### config.mk
export PLATFORM = sky130hd
export DESIGN_NAME = modbus_rtu_read_master
export DESIGN_NICKNAME = d
export VERILOG_FILES = /design/src/hdl/mrm_pkg.sv /design/src/hdl/modbus_rtu_read_master.sv /design/src/hdl/mrm_ctrl.sv /design/src/hdl/mrm_datapath.sv
export VERILOG_INCLUDE_DIRS = /design/src /design/src/hdl
export SDC_FILE = /design/constraint.sdc
export NUM_CORES = 1
export LEC_CHECK = 0
export ABC_AREA = 1
export BUFFER_PORTS_ARGS = -buffer_cell sky130_fd_sc_hd__buf_2
export CAP_MARGIN = 5
export CORE_MARGIN = 2
export CORE_UTILIZATION = 54
export CTS_CLUSTER_DIAMETER = 100
export DETAILED_ROUTE_END_ITERATION = 16
export GPL_ROUTABILITY_DRIVEN = 0
export HOLD_SLACK_MARGIN = 0.03
export PLACE_DENSITY = 0.77
export SKIP_LAST_GASP = 1
export SLEW_MARGIN = 20
export SYNTH_ARGS = -nofsm -noshare
export SYNTH_HDL_FRONTEND = slang
export SYNTH_SLANG_ARGS = --single-unit
### constraint.sdc
create_clock -name clk_i -period 3.1 [get_ports clk_i]
set_clock_uncertainty 0.1 [all_clocks]
set_input_delay 0.155 -clock clk_i [delete_from_list [all_inputs] [get_ports clk_i]]
set_output_delay 0.155 -clock clk_i [all_outputs]
set_load 0.01 [all_outputs]
### src/hdl/modbus_rtu_read_master_assert.svh
// Assertion macros shared by the read master modules.
`ifndef MODBUS_RTU_READ_MASTER_ASSERT_SVH
`define MODBUS_RTU_READ_MASTER_ASSERT_SVH

// A property that must hold at every clock edge outside reset.
`define MRM_ASSERT(lbl, clk, rst_n, prop) \
  lbl: assert property (@(posedge clk) disable iff (!rst_n) (prop)) \
    else $error("mrm assertion failed");

// A condition that must be followed by a consequence in the next cycle.
`define MRM_ASSERT_NEXT(lbl, clk, rst_n, ante, cons) \
  lbl: assert property (@(posedge clk) disable iff (!rst_n) (ante) |=> (cons)) \
    else $error("mrm assertion failed");

`endif

### src/hdl/mrm_pkg.sv
// Types, codes and constants shared by the read master modules.
package mrm_pkg;

  localparam int unsigned TIMEOUT_W     = 20;
  localparam int unsigned DEF_BUF_BYTES = 16;
  localparam logic [TIMEOUT_W-1:0] DEF_TIMEOUT = 20'd50000;
  localparam logic [15:0] CRC_INIT = 16'hFFFF;
  localparam logic [15:0] CRC_POLY = 16'hA001;

  // Input opcodes.
  localparam logic [1:0] OP_START = 2'd0;
  localparam logic [1:0] OP_BYTE  = 2'd1;
  localparam logic [1:0] OP_TICK  = 2'd2;

  // Result kinds.
  localparam logic [1:0] KIND_TX   = 2'd0;
  localparam logic [1:0] KIND_REG  = 2'd1;
  localparam logic [1:0] KIND_STAT = 2'd2;

  // Completion status codes.
  localparam logic [1:0] ST_OK      = 2'd0;
  localparam logic [1:0] ST_TOOLONG = 2'd1;
  localparam logic [1:0] ST_TIMEOUT = 2'd2;
  localparam logic [1:0] ST_CRC     = 2'd3;

  typedef struct packed {
    logic [1:0]  opcode;
    logic [7:0]  slave_addr;
    logic [7:0]  function_code;
    logic [15:0] register_address;
    logic [15:0] register_count;
    logic [7:0]  rx_byte;
  } in_t;

  typedef struct packed {
    logic [1:0]  result_kind;
    logic [7:0]  tx_byte;
    logic [15:0] register_value;
    logic [2:0]  register_index;
    logic [1:0]  status_code;
    logic        last_result;
  } out_t;

  // Commands from the controller to the datapath.
  typedef struct packed {
    logic       start;
    logic       rx;
    logic       tick;
    logic       timeout;
    logic       emit_tx;
    logic       emit_stat;
    logic [1:0] stat_code;
    logic       rd_hi;
    logic       rd_lo;
    logic       emit_word;
  } cmd_t;

  // Status from the datapath to the controller.
  typedef struct packed {
    logic waiting;
    logic timeout_hit;
    logic rx_last;
    logic crc_ok;
    logic out_free;
    logic tx_last;
    logic too_long;
    logic no_regs;
    logic word_last;
  } sts_t;

endpackage

### src/hdl/modbus_rtu_read_master.sv
// Modbus RTU read master: request frame out, reply collection, CRC check, word unpack.
// A start word gives eight tx-byte results (plus a status result if the reply would be too
// long); the next word is taken once all are loaded. Received bytes and ticks are taken in
// idle; a completing byte with a good CRC adds two buffer reads (on its single read port)
// and a word result per register word, then a status; a bad CRC or timeout gives it alone.
// Reset clears control and sets the byte timeout to 50000; the reply buffer is not cleared.
module modbus_rtu_read_master #(
  parameter int unsigned REPLY_BUFFER_BYTES = mrm_pkg::DEF_BUF_BYTES
) (
  input  logic                          clk_i,
  input  logic                          rst_ni,
  input  logic                          cfg_we_i,
  input  logic [mrm_pkg::TIMEOUT_W-1:0] cfg_data_i,
  input  logic                          in_valid_i,
  output logic                          in_ready_o,
  input  mrm_pkg::in_t                  in_data_i,
  output logic                          out_valid_o,
  input  logic                          out_ready_i,
  output mrm_pkg::out_t                 out_data_o
);

  mrm_pkg::cmd_t cmd;
  mrm_pkg::sts_t sts;

  mrm_ctrl u_ctrl (
    .clk_i      (clk_i),
    .rst_ni     (rst_ni),
    .in_valid_i (in_valid_i),
    .opcode_i   (in_data_i.opcode),
    .in_ready_o (in_ready_o),
    .sts_i      (sts),
    .cmd_o      (cmd)
  );

  mrm_datapath #(
    .BUF_BYTES (REPLY_BUFFER_BYTES)
  ) u_datapath (
    .clk_i       (clk_i),
    .rst_ni      (rst_ni),
    .cfg_we_i    (cfg_we_i),
    .cfg_data_i  (cfg_data_i),
    .in_data_i   (in_data_i),
    .cmd_i       (cmd),
    .sts_o       (sts),
    .out_valid_o (out_valid_o),
    .out_ready_i (out_ready_i),
    .out_data_o  (out_data_o)
  );

endmodule

### src/hdl/mrm_ctrl.sv
// Controller state machine of the read master.
`include "modbus_rtu_read_master_assert.svh"

module mrm_ctrl (
  input  logic          clk_i,
  input  logic          rst_ni,
  input  logic          in_valid_i,
  input  logic [1:0]    opcode_i,
  output logic          in_ready_o,
  input  mrm_pkg::sts_t sts_i,
  output mrm_pkg::cmd_t cmd_o
);

  typedef enum logic [2:0] {
    S_IDLE,
    S_TX,
    S_STAT,
    S_RDHI,
    S_RDLO,
    S_WORD
  } state_e;

  state_e     state_q, state_d;
  logic [1:0] code_q, code_d;

  assign in_ready_o = (state_q == S_IDLE);

  always_comb begin
    cmd_o   = '0;
    state_d = state_q;
    code_d  = code_q;
    cmd_o.stat_code = code_q;
    unique case (state_q)
      S_IDLE: begin
        if (in_valid_i) begin
          unique case (opcode_i)
            mrm_pkg::OP_START: begin
              cmd_o.start = 1'b1;
              state_d     = S_TX;
            end
            mrm_pkg::OP_BYTE: begin
              if (sts_i.waiting) begin
                cmd_o.rx = 1'b1;
                if (sts_i.rx_last) begin
                  if (!sts_i.crc_ok) begin
                    code_d  = mrm_pkg::ST_CRC;
                    state_d = S_STAT;
                  end else if (sts_i.no_regs) begin
                    code_d  = mrm_pkg::ST_OK;
                    state_d = S_STAT;
                  end else begin
                    state_d = S_RDHI;
                  end
                end
              end
            end
            mrm_pkg::OP_TICK: begin
              if (sts_i.waiting) begin
                if (sts_i.timeout_hit) begin
                  cmd_o.timeout = 1'b1;
                  code_d        = mrm_pkg::ST_TIMEOUT;
                  state_d       = S_STAT;
                end else begin
                  cmd_o.tick = 1'b1;
                end
              end
            end
            default: ;
          endcase
        end
      end
      S_TX: begin
        if (sts_i.out_free) begin
          cmd_o.emit_tx = 1'b1;
          if (sts_i.tx_last) begin
            if (sts_i.too_long) begin
              code_d  = mrm_pkg::ST_TOOLONG;
              state_d = S_STAT;
            end else begin
              state_d = S_IDLE;
            end
          end
        end
      end
      S_STAT: begin
        if (sts_i.out_free) begin
          cmd_o.emit_stat = 1'b1;
          state_d         = S_IDLE;
        end
      end
      S_RDHI: begin
        cmd_o.rd_hi = 1'b1;
        state_d     = S_RDLO;
      end
      S_RDLO: begin
        cmd_o.rd_lo = 1'b1;
        state_d     = S_WORD;
      end
      S_WORD: begin
        if (sts_i.out_free) begin
          cmd_o.emit_word = 1'b1;
          if (sts_i.word_last) begin
            code_d  = mrm_pkg::ST_OK;
            state_d = S_STAT;
          end else begin
            state_d = S_RDHI;
          end
        end
      end
      default: state_d = S_IDLE;
    endcase
  end

  always_ff @(posedge clk_i or negedge rst_ni) begin
    if (!rst_ni) begin
      state_q <= S_IDLE;
      code_q  <= mrm_pkg::ST_OK;
    end else begin
      state_q <= state_d;
      code_q  <= code_d;
    end
  end

  `MRM_ASSERT_NEXT(a_start_sends, clk_i, rst_ni,
                   in_valid_i && in_ready_o && opcode_i == mrm_pkg::OP_START,
                   state_q == S_TX)
  `MRM_ASSERT_NEXT(a_read_pair, clk_i, rst_ni, state_q == S_RDHI, state_q == S_RDLO)

endmodule

### src/hdl/mrm_datapath.sv
// Datapath of the read master: frame build, reply buffer, CRC and result register.
`include "modbus_rtu_read_master_assert.svh"

module mrm_datapath #(
  parameter int unsigned BUF_BYTES = mrm_pkg::DEF_BUF_BYTES
) (
  input  logic                          clk_i,
  input  logic                          rst_ni,
  input  logic                          cfg_we_i,
  input  logic [mrm_pkg::TIMEOUT_W-1:0] cfg_data_i,
  input  mrm_pkg::in_t                  in_data_i,
  input  mrm_pkg::cmd_t                 cmd_i,
  output mrm_pkg::sts_t                 sts_o,
  output logic                          out_valid_o,
  input  logic                          out_ready_i,
  output mrm_pkg::out_t                 out_data_o
);

  // Replies never exceed 21 bytes, so at most eight words plus status come out.
  localparam int unsigned USABLE   = (BUF_BYTES < 21) ? BUF_BYTES : 21;
  localparam int unsigned AW       = $clog2(USABLE);
  localparam int unsigned RCV_W    = $clog2(USABLE + 1);
  localparam int unsigned MAX_REGS = (USABLE - 5) / 2;

  function automatic logic [15:0] crc_add(input logic [15:0] crc, input logic [7:0] b);
    logic [15:0] c;
    c = crc ^ {8'h00, b};
    for (int k = 0; k < 8; k++) begin
      c = c[0] ? ((c >> 1) ^ mrm_pkg::CRC_POLY) : (c >> 1);
    end
    return c;
  endfunction

  logic [7:0]                   reply_mem [USABLE];
  logic                         waiting_q;
  logic [RCV_W-1:0]             rcv_q, exp_q;
  logic [15:0]                  run_crc_q, req_crc_q;
  logic [mrm_pkg::TIMEOUT_W-1:0] idle_q, timeout_q;
  logic [2:0]                   idx_q, w_q;
  logic                         too_long_q;
  logic [7:0]                   slave_q, func_q, prev_q, hi_q, rdata_q;
  logic [15:0]                  addr_q, cnt_q;
  logic                         out_valid_q;
  mrm_pkg::out_t                out_q;

  logic             too_long_c;
  logic [RCV_W-1:0] exp_c;
  logic             rx_last;
  logic             crc_upd;
  logic [7:0]       txb;
  logic [AW-1:0]    rd_addr;
  logic             load;
  mrm_pkg::out_t    out_d;

  assign too_long_c = (in_data_i.register_count > 16'(MAX_REGS));
  assign exp_c      = RCV_W'(17'd5 + {in_data_i.register_count, 1'b0});
  assign rx_last    = ((rcv_q + RCV_W'(1)) == exp_q);
  assign crc_upd    = (({1'b0, rcv_q} + (RCV_W + 1)'(2)) < {1'b0, exp_q});
  assign rd_addr    = cmd_i.rd_lo ? AW'(5'd4 + 5'({w_q, 1'b0}))
                                  : AW'(5'd3 + 5'({w_q, 1'b0}));
  assign load       = cmd_i.emit_tx | cmd_i.emit_stat | cmd_i.emit_word;

  always_comb begin
    case (idx_q)
      3'd0:    txb = slave_q;
      3'd1:    txb = func_q;
      3'd2:    txb = addr_q[15:8];
      3'd3:    txb = addr_q[7:0];
      3'd4:    txb = cnt_q[15:8];
      3'd5:    txb = cnt_q[7:0];
      3'd6:    txb = req_crc_q[7:0];
      default: txb = req_crc_q[15:8];
    endcase
  end

  always_comb begin
    out_d = '0;
    if (cmd_i.emit_tx) begin
      out_d.result_kind = mrm_pkg::KIND_TX;
      out_d.tx_byte     = txb;
      out_d.last_result = (idx_q == 3'd7) && !too_long_q;
    end else if (cmd_i.emit_word) begin
      out_d.result_kind    = mrm_pkg::KIND_REG;
      out_d.register_value = {hi_q, rdata_q};
      out_d.register_index = w_q;
    end else begin
      out_d.result_kind = mrm_pkg::KIND_STAT;
      out_d.status_code = cmd_i.stat_code;
      out_d.last_result = 1'b1;
    end
  end

  always_comb begin
    sts_o             = '0;
    sts_o.waiting     = waiting_q;
    sts_o.timeout_hit = (idle_q >= timeout_q);
    sts_o.rx_last     = rx_last;
    sts_o.crc_ok      = ({in_data_i.rx_byte, prev_q} == run_crc_q);
    sts_o.out_free    = !out_valid_q || out_ready_i;
    sts_o.tx_last     = (idx_q == 3'd7);
    sts_o.too_long    = too_long_q;
    sts_o.no_regs     = (cnt_q[3:0] == 4'd0);
    sts_o.word_last   = ((4'(w_q) + 4'd1) == cnt_q[3:0]);
  end

  assign out_valid_o = out_valid_q;
  assign out_data_o  = out_q;

  always_ff @(posedge clk_i or negedge rst_ni) begin
    if (!rst_ni) begin
      waiting_q   <= 1'b0;
      rcv_q       <= '0;
      exp_q       <= '0;
      run_crc_q   <= mrm_pkg::CRC_INIT;
      idle_q      <= '0;
      timeout_q   <= mrm_pkg::DEF_TIMEOUT;
      idx_q       <= '0;
      w_q         <= '0;
      too_long_q  <= 1'b0;
      out_valid_q <= 1'b0;
    end else begin
      if (cfg_we_i) begin
        timeout_q <= cfg_data_i;
      end
      if (cmd_i.start) begin
        waiting_q  <= !too_long_c;
        rcv_q      <= '0;
        exp_q      <= too_long_c ? '0 : exp_c;
        run_crc_q  <= mrm_pkg::CRC_INIT;
        idle_q     <= '0;
        idx_q      <= '0;
        too_long_q <= too_long_c;
      end
      if (cmd_i.rx) begin
        idle_q <= '0;
        if (rx_last) begin
          waiting_q <= 1'b0;
          rcv_q     <= '0;
          exp_q     <= '0;
          run_crc_q <= mrm_pkg::CRC_INIT;
          w_q       <= '0;
        end else begin
          rcv_q <= rcv_q + RCV_W'(1);
          if (crc_upd) begin
            run_crc_q <= crc_add(run_crc_q, in_data_i.rx_byte);
          end
        end
      end
      if (cmd_i.tick) begin
        idle_q <= idle_q + mrm_pkg::TIMEOUT_W'(1);
      end
      if (cmd_i.timeout) begin
        waiting_q <= 1'b0;
        rcv_q     <= '0;
        exp_q     <= '0;
        run_crc_q <= mrm_pkg::CRC_INIT;
        idle_q    <= '0;
      end
      if (cmd_i.emit_tx) begin
        idx_q <= idx_q + 3'd1;
      end
      if (cmd_i.emit_word) begin
        w_q <= w_q + 3'd1;
      end
      if (load) begin
        out_valid_q <= 1'b1;
      end else if (out_ready_i) begin
        out_valid_q <= 1'b0;
      end
    end
  end

  always_ff @(posedge clk_i) begin
    if (cmd_i.start) begin
      slave_q   <= in_data_i.slave_addr;
      func_q    <= in_data_i.function_code;
      addr_q    <= in_data_i.register_address;
      cnt_q     <= in_data_i.register_count;
      req_crc_q <= mrm_pkg::CRC_INIT;
    end
    if (cmd_i.emit_tx && (idx_q < 3'd6)) begin
      req_crc_q <= crc_add(req_crc_q, txb);
    end
    if (cmd_i.rx) begin
      reply_mem[rcv_q[AW-1:0]] <= in_data_i.rx_byte;
      prev_q                   <= in_data_i.rx_byte;
    end
    if (cmd_i.rd_hi || cmd_i.rd_lo) begin
      rdata_q <= reply_mem[rd_addr];
    end
    if (cmd_i.rd_lo) begin
      hi_q <= rdata_q;
    end
    if (load) begin
      out_q <= out_d;
    end
  end

  `MRM_ASSERT(a_rcv_in_range, clk_i, rst_ni, !waiting_q || (rcv_q < exp_q))
  `MRM_ASSERT(a_idle_clean, clk_i, rst_ni, waiting_q || (rcv_q == '0 && idle_q == '0))
  `MRM_ASSERT(a_no_overwrite, clk_i, rst_ni, !(load && out_valid_q) || out_ready_i)

endmodule
==> flow_metrics.tcl, run 1 <==
set metrics [dict create \
    syn_nets 1454 \
    synth_compound_area_share_pct 9.53 \
    n_antenna_cell 0 \
    power.density_nw_per_um2 975 \
    drc 0 \
    grt_overflow 0 \
    rows 60 \
    tritoncts "done" \
    first_pass_iters 5 \
    dpl.hpwl_mm 22.7 \
    die_h_um 169 \
    synth_edf_count 248 \
    cpPeakStageDelay_ns 0.42 \
    clock_sinks 328 \
    timing.slew.headroom_pct 48.3 \
    antenna_found_initial 1 \
    worstPathRequired_ns 3.27 \
    setup_viol 1 \
    hold_violations 0 \
    cts_buffers 35 \
    async_flop_share_pct 24.4 \
    dieArea_um2 28700 \
    cts.clk_slew.worst_paths_ns 0.06 \
    wl_mm 36.3 \
    first_iter_violations 1164 \
    final_cell_mix "edfxtp_1 (248), nand2_1 (213), inv_1 (140)" \
    ys.flop_type "edfxtp_1" \
    detail_route.wl_per_cell_um 18.8 \
    p_leak_nw 7.48 \
    synth_xor_area_share_pct 3.15 \
    hold_class "input port to flop" \
    crit_chain "ha_2 > ha_2 > buf_4 > nand2_1 > nand2_1 > nor2_1 > nand2_1 > nand2_2 > nand2_1 > nand2_1 > nand2_2 > nand2_2 > nand2_1 > nand3_2 > nand2_2 > nand2_2 > nand3_4 > nand3_2 > nand3_1 > nand3_1 > nand3_1" \
    cp-end-kind "flop" \
    ioPinCount 117 \
    fmax_ghz 0.316 \
    synthCells 1328 \
    critPathLaunchType "flop" \
    slew_violations 0 \
    grt_max_degree 65 \
    avgSynthCellArea_um2 11.1 \
    synth_seq_area_share_pct 64.2 \
    htree_levels 2 \
    ys_types 44 \
    synthAdderAreaFrac_pct 3.65 \
    synth_top_family_by_area "simple AND/OR/NAND/NOR gates" \
    grt_pass1_wl_mm 55.4 \
    critPathArrivalTime_ns 3.33 \
    syn_to_final_growth_pct 23.0 \
    status "finished with violations" \
    setup_slack_ns -0.0606 \
    rsz0062_at_grt "yes" \
    clockBufferDepth 3 \
    tightest_slew_ns 0.773 \
    total_power_mw 17.7 \
    portBuffers 116 \
    fin_crit_sh_pct 102 \
    syn_area_um2 14800 \
    ys_warn_count 0 \
    path_class "flop to flop" \
    slowest_stage "dfrtp_1" \
    yosys.area_share.simple_pct 14.6 \
    peakVddDrop_mv 0.585 \
    drtAntennaViolNets 0 \
    synthMuxAreaShare_pct 0.0763 \
    post-place-ws_ns 0.0910 \
    viasPerCell 5.80 \
    min_period_ns 3.16 \
    synth_seq_cells 328 \
    tns_ns -0.0606 \
    clock-root-buffer "clkbuf_16" \
    grtUsageTotal_pct 24.6 \
    timing.hold.ws_ns 0.0416 \
    worstPathMaxFanout 8 \
    path_delay_family "simple AND/OR/NAND/NOR gates" \
    clock_latency_ns 0.52 \
    cp_num_buf_inv 1 \
    layout.cells.most_common "edfxtp_1" \
    nets 1693 \
    violations "setup timing" \
    drive_above_1_share_pct 19.7 \
    timing.critical_path.mode_cell "nand2_1" \
    drv_cap 0 \
    core_area_um2 26900 \
    grt_pass1_vias 10587 \
    initial_core_util_pct 54.9 \
    vias 11220 \
    die_x_um 169 \
]
cell families (layout without fill, tap and decap cells):
| kind of cell | after synthesis | count (layout) |
|---|---|---|
| compound gates | 225 | 225 |
| xor+xnor | 53 | 53 |
| fa+ha+maj | 43 | 43 |
| buf+inv | 184 | 449 |
| flops | 328 | 328 |
| mux | 1 | 1 |
| simple gates | 494 | 494 |
repair_timing:
item,in CTS,in global routing
hold endpoints to repair,183,0
setup buffers,0,2
hold buffers,77,0
endpoints found under the setup margin,0,14
gates resized for setup,0,54
worst reg2reg max path, stage by stage, from the launching register on:
cell and delay, ns:
dfrtp_1 0.42, ha_2 0.22, ha_2 0.18, buf_4 0.16
nand2_1 0.08, nand2_1 0.06, nor2_1 0.11, nand2_1 0.12
nand2_2 0.10, nand2_1 0.05, nand2_1 0.09, nand2_2 0.10
nand2_2 0.11, nand2_1 0.08, nand3_2 0.14, nand2_2 0.12
nand2_2 0.12, nand3_4 0.09, nand3_2 0.13, nand3_1 0.13
nand3_1 0.13, nand3_1 0.06
synthesized netlist by cell type, types with 3 or more instances:
cell	number	area share [%]
a211oi_1	10	0.51
a21oi_1	36	1.2
a221oi_1	16	0.95
a22oi_1	40	2.0
buf_2	3	0.10
clkbuf_1	31	0.79
dfrtp_1	58	9.8
dfstp_2	22	3.9
edfxtp_1	248	50
ha_1	43	3.6
inv_1	143	3.6
inv_2	5	0.13
nand2_1	230	5.9
nand2_2	6	0.25
nand3_1	77	2.6
nand4_1	13	0.55
nor2_1	112	2.8
nor2_4	4	0.31
nor3_1	26	0.88
nor3b_1	4	0.20
nor4_1	8	0.34
o211ai_1	24	1.2
o21ai_0	81	2.7
o21ai_1	3	0.10
o22ai_1	6	0.25
or2_2	5	0.21
xnor2_1	27	1.6
xor2_1	26	1.5
flip-flops by register name, summed over array words and instances (netlist names), 2 cells and up:
| register | count |
|---|---|
| u_datapath.prev_q | 8 |
| u_datapath.req_crc_q | 16 |
| u_datapath.w_q | 3 |
| u_datapath.run_crc_q | 16 |
| u_datapath.addr_q | 16 |
| u_datapath.func_q | 8 |
| u_datapath.cnt_q | 16 |
| u_ctrl.state_q | 3 |
| u_datapath.rdata_q | 8 |
| u_datapath.rcv_q | 5 |
| u_ctrl.code_q | 2 |
| u_datapath.hi_q | 8 |
| u_datapath.slave_q | 8 |
| u_datapath.idle_q | 20 |
| u_datapath.exp_q | 5 |
| u_datapath.timeout_q | 20 |
| u_datapath.reply_mem | 128 |
| u_datapath.idx_q | 3 |
| u_datapath.out_data_o | 32 |
worst paths after layout:
kind / slack (ns) / start / cells past startpoint / endpoint
max: -0.06 / u_datapath.idx_q[1] / 21 / u_datapath.req_crc_q[0]
min: 0.04 / cfg_we_i / 3 / u_datapath.timeout_q[9]
max reg2reg: -0.06 / u_datapath.idx_q[1] / 21 / u_datapath.req_crc_q[0]
min reg2reg: 0.34 / u_datapath.rdata_q[2] / 0 / u_datapath.hi_q[2]
max in group asynchronous: 2.03 / rst_ni / 3 / u_datapath.timeout_q[8]
min in group asynchronous: 0.09 / rst_ni / 2 / u_datapath.timeout_q[17]
where the power goes:
| group | total [mW] | internal (mW) | leakage [nW] | switching (mW) |
|---|---|---|---|---|
| Sequential | 6.13 | 5.70 | 3.21 | 0.427 |
| Combinational | 7.30 | 2.45 | 3.69 | 4.85 |
| Clock | 4.26 | 2.56 | 0.578 | 1.70 |
| Total | 17.7 | 10.7 | 7.48 | 6.98 |
metrics by stage:
| stage | utilization, % | instance area, um2 | cells |
|---|---|---|---|
| 4_1_cts | 66.7 | 17900 | 1932 |
| 6_report | 67.5 | 18100 | 1934 |
| 3_5_place_dp | 59.4 | 16000 | 1792 |
| 2_1_floorplan | - | 14800 | 1328 |
| 5_1_grt | 67.5 | 18100 | 1934 |
| 3_3_place_gp | 59.4 | 16000 | 1792 |
layer usage:
layer	GRT usage, %	part of all wire (%)
met1	33.4	40
met2	39.8	47
met4	10.1	4.3
met3	4.27	9.2
met5	0	0.047
final cells by class:
| cell class | instances | area [um2] |
|---|---|---|
| Sequential cell | 328 | 9480 |
| Clock buffer | 43 | 968 |
| Tap cell | 341 | 427 |
| Multi-Input combinational cell | 816 | 4810 |
| Inverter | 149 | 563 |
| Fill cell | 1861 | 8730 |
| Clock inverter | 20 | 208 |
| Timing Repair Buffer | 237 | 1700 |
No activity file was read; power rests on OpenSTA's default activity.
==> run 2, diff against run 1 <==
--- a/config.mk
+++ b/config.mk
@@ -8,10 +8,11 @@
 export LEC_CHECK = 0
 export ABC_AREA = 1
 export BUFFER_PORTS_ARGS = -buffer_cell sky130_fd_sc_hd__buf_2
-export CAP_MARGIN = 5
+export CAP_MARGIN = 10
 export CORE_MARGIN = 2
 export CORE_UTILIZATION = 54
 export CTS_CLUSTER_DIAMETER = 100
+export CTS_CLUSTER_SIZE = 20
 export DETAILED_ROUTE_END_ITERATION = 16
 export GPL_ROUTABILITY_DRIVEN = 0
 export HOLD_SLACK_MARGIN = 0.03
==> constraint.sdc (replaced) <==
create_clock -name clk_i -period 2.8 [get_ports clk_i]
set_clock_uncertainty 0.1 [all_clocks]
set_input_delay 0.14 -clock clk_i [delete_from_list [all_inputs] [get_ports clk_i]]
set_output_delay 0.14 -clock clk_i [all_outputs]
set_load 0.01 [all_outputs]
==> run 2 against run 1 <==
  * The flow still finishes with violations (setup timing)
  * Largest power group unchanged
  * Clock power fell by 29%
  * Via count rose by 2.6%
  * Wire length rose by 6.0%
  * Worst setup slack got worse by 0.29 ns
  * Final cell count rose by 2.2%
  * Largest cell class unchanged
  * Global-route usage rose by 0.62 points
  * Die area did not move
==> flow_metrics.tcl, run 2 (synthesis gave the netlist of run 1 again) <==
set metrics [dict create \
    largest_register_ff_count 128 \
    cts_buffers 20 \
    rsz0062_at_grt "yes" \
    clock_latency_ns 0.54 \
    layout.cells.most_common "edfxtp_1" \
    slew_violations 0 \
    ioPinCount 117 \
    grtUsageTotal_pct 25.2 \
    drive_above_1_share_pct 23.0 \
    crit_chain "buf_4 > ha_4 > nand2_2 > inv_2 > nand2_1 > nand2_1 > nor2_1 > nand2_1 > nand2_2 > nand2_1 > nand2_2 > nand3_2 > nand3_4 > nand2_4 > nand2_4 > nand3_4 > nand3_4 > nand3_1 > nand3_2 > nand3_2" \
    timing.critical_path.mode_cell "nand2_1" \
    worstPathRequired_ns 3.01 \
    worstHoldStart "cfg_we_i" \
    critPathLaunchType "flop" \
    cpPeakStageDelay_ns 0.45 \
    grt_pass1_wl_mm 56.9 \
    grt_overflow 0 \
    detail_route.wl_per_cell_um 19.5 \
    htree_levels 1 \
    cts.clk_slew.worst_paths_ns 0.10 \
    seq_area_um2 9480 \
    setup_slack_ns -0.355 \
    reg2reg_slack_ns -0.35 \
    fin_crit_sh_pct 113 \
    die_h_um 169 \
    drv_cap 0 \
    n_antenna_cell 0 \
    initial_core_util_pct 54.9 \
    timing.slew.headroom_pct 57.6 \
    worstPathMaxFanout 7 \
    nets 1748 \
    multi_input_area_um2 5080 \
    die_x_um 169 \
    status "finished with violations" \
    vias 11508 \
    rows 60 \
    slowest_stage "dfrtp_2" \
    dpl.hpwl_mm 23.7 \
    viasPerCell 5.82 \
    clock-root-buffer "clkbuf_16" \
    final_cell_mix "edfxtp_1 (248), nand2_1 (200), inv_1 (134)" \
    drtAntennaViolNets 0 \
    path_class "flop to flop" \
    portBuffers 116 \
    grt_max_degree 65 \
    hold_violations 0 \
    r2r-start "u_datapath.idx_q[1]" \
    tightest_slew_ns 0.635 \
    path_delay_family "simple AND/OR/NAND/NOR gates" \
    fin_cells 1977 \
    power.density_nw_per_um2 1070 \
    critPathArrivalTime_ns 3.36 \
    p_leak_nw 7.59 \
    min_period_ns 3.15 \
    clockBufferDepth 3 \
    violations "setup timing" \
    drc 0 \
    syn_to_final_growth_pct 24.8 \
    wl_mm 38.5 \
    clock_sinks 328 \
    cp_num_buf_inv 2 \
    timing.hold.ws_ns 0.0388 \
    crit_path_start "u_datapath.idx_q[1]" \
    setup_viol 4 \
    grt_pass1_vias 10938 \
    hold_class "input port to flop" \
    cp-end-kind "flop" \
    antenna_found_initial 0 \
    dieArea_um2 28700 \
    tritoncts "done" \
    first_pass_iters 6 \
    dp.cells 1828 \
    core_area_um2 26900 \
    fmax_ghz 0.317 \
    fillers 1823 \
    peakVddDrop_mv 0.687 \
    first_iter_violations 1422 \
]
[run 2: cell types whose count changed in the layout (fill, tap and decap cells not counted), moves of 5 or more]
cell	before	now
nand2_1	213	200
dlygate4sd3_1	77	91
buf_4	44	98
nand3_4	4	13
nor2_4	6	11
clkbuf_1	4	14
clkinv_2	9	0
inv_1	140	134
nand3_1	64	57
clkbuf_16	37	21
nand2_4	4	13
[run 2: worst register-to-register path, stage by stage, from the launching register on]
cell     delay [ns]
dfrtp_2        0.45
buf_4          0.16
ha_4           0.19
nand2_2        0.08
inv_2          0.07
nand2_1        0.07
nand2_1        0.06
nor2_1         0.27
nand2_1        0.18
nand2_2        0.14
nand2_1        0.07
nand2_2        0.14
nand3_2        0.12
nand3_4        0.13
nand2_4        0.09
nand2_4        0.09
nand3_4        0.11
nand3_4        0.11
nand3_1        0.11
nand3_2        0.10
nand3_2        0.07
[run 2: layer usage]
metal  up-vias  track usage, %  share of wire, %
met5         -               0                 0
met4         0            9.44               4.6
met3       159            3.68               8.8
met2       639            41.4                47
met1      5483            34.5                40
li1       5227               -                 -
[run 2: timing repair]
action                                 in CTS  in global routing
pin swaps                                   7                 40
endpoints found under the hold margin     166                  0
setup endpoints to repair                   4                 49
hold buffers                               91                  0
gates cloned                                0                  0
setup buffers                               4                 18
resized for setup                          33                 92
[run 2: worst paths after layout]
kind / to / depth (start not counted)
max in group asynchronous: u_datapath.idle_q[16] / 4
hold / removal: u_datapath.timeout_q[3] / 3
min in group asynchronous: u_datapath.timeout_q[19] / 3
setup / recovery: u_datapath.req_crc_q[0] / 20
setup reg to reg: u_datapath.req_crc_q[0] / 20
hold reg to reg: u_datapath.hi_q[5] / 0
[run 2: layout make-up]
cell class	count	share of cell area, %
sequential	328	51.5
multi-input combinational	816	27.6
timing repair buffer	307	12.3
clock buffer	35	3.14
inverter	149	3.09
tap	341	2.32
clock inverter	1	0.0883
[run 2: metrics by stage]
stage | util [%] | setup TNS [ns] | setup slack, ns | area (um2) | power (mW)
after floorplan | - | 0 | 0.00654 | 14800 | 11.6
after global placement | 60.4 | -0.00439 | -0.00439 | 16200 | 13.9
after detailed placement | 60.4 | -0.317 | -0.190 | 16200 | 14.1
after CTS | 66.7 | 0 | 0.00538 | 17900 | 17.6
after global routing | 68.5 | -2.17 | -0.420 | 18400 | 20.6
final | 68.5 | -0.844 | -0.355 | 18400 | 19.7
[run 2: report_power, final]
part           internal, mW  switching, mW  leakage [nW]
Combinational          3.66           6.27          4.10
Sequential             6.31          0.444          3.21
Clock                  1.42           1.58         0.282
Total                  11.4           8.30          7.59
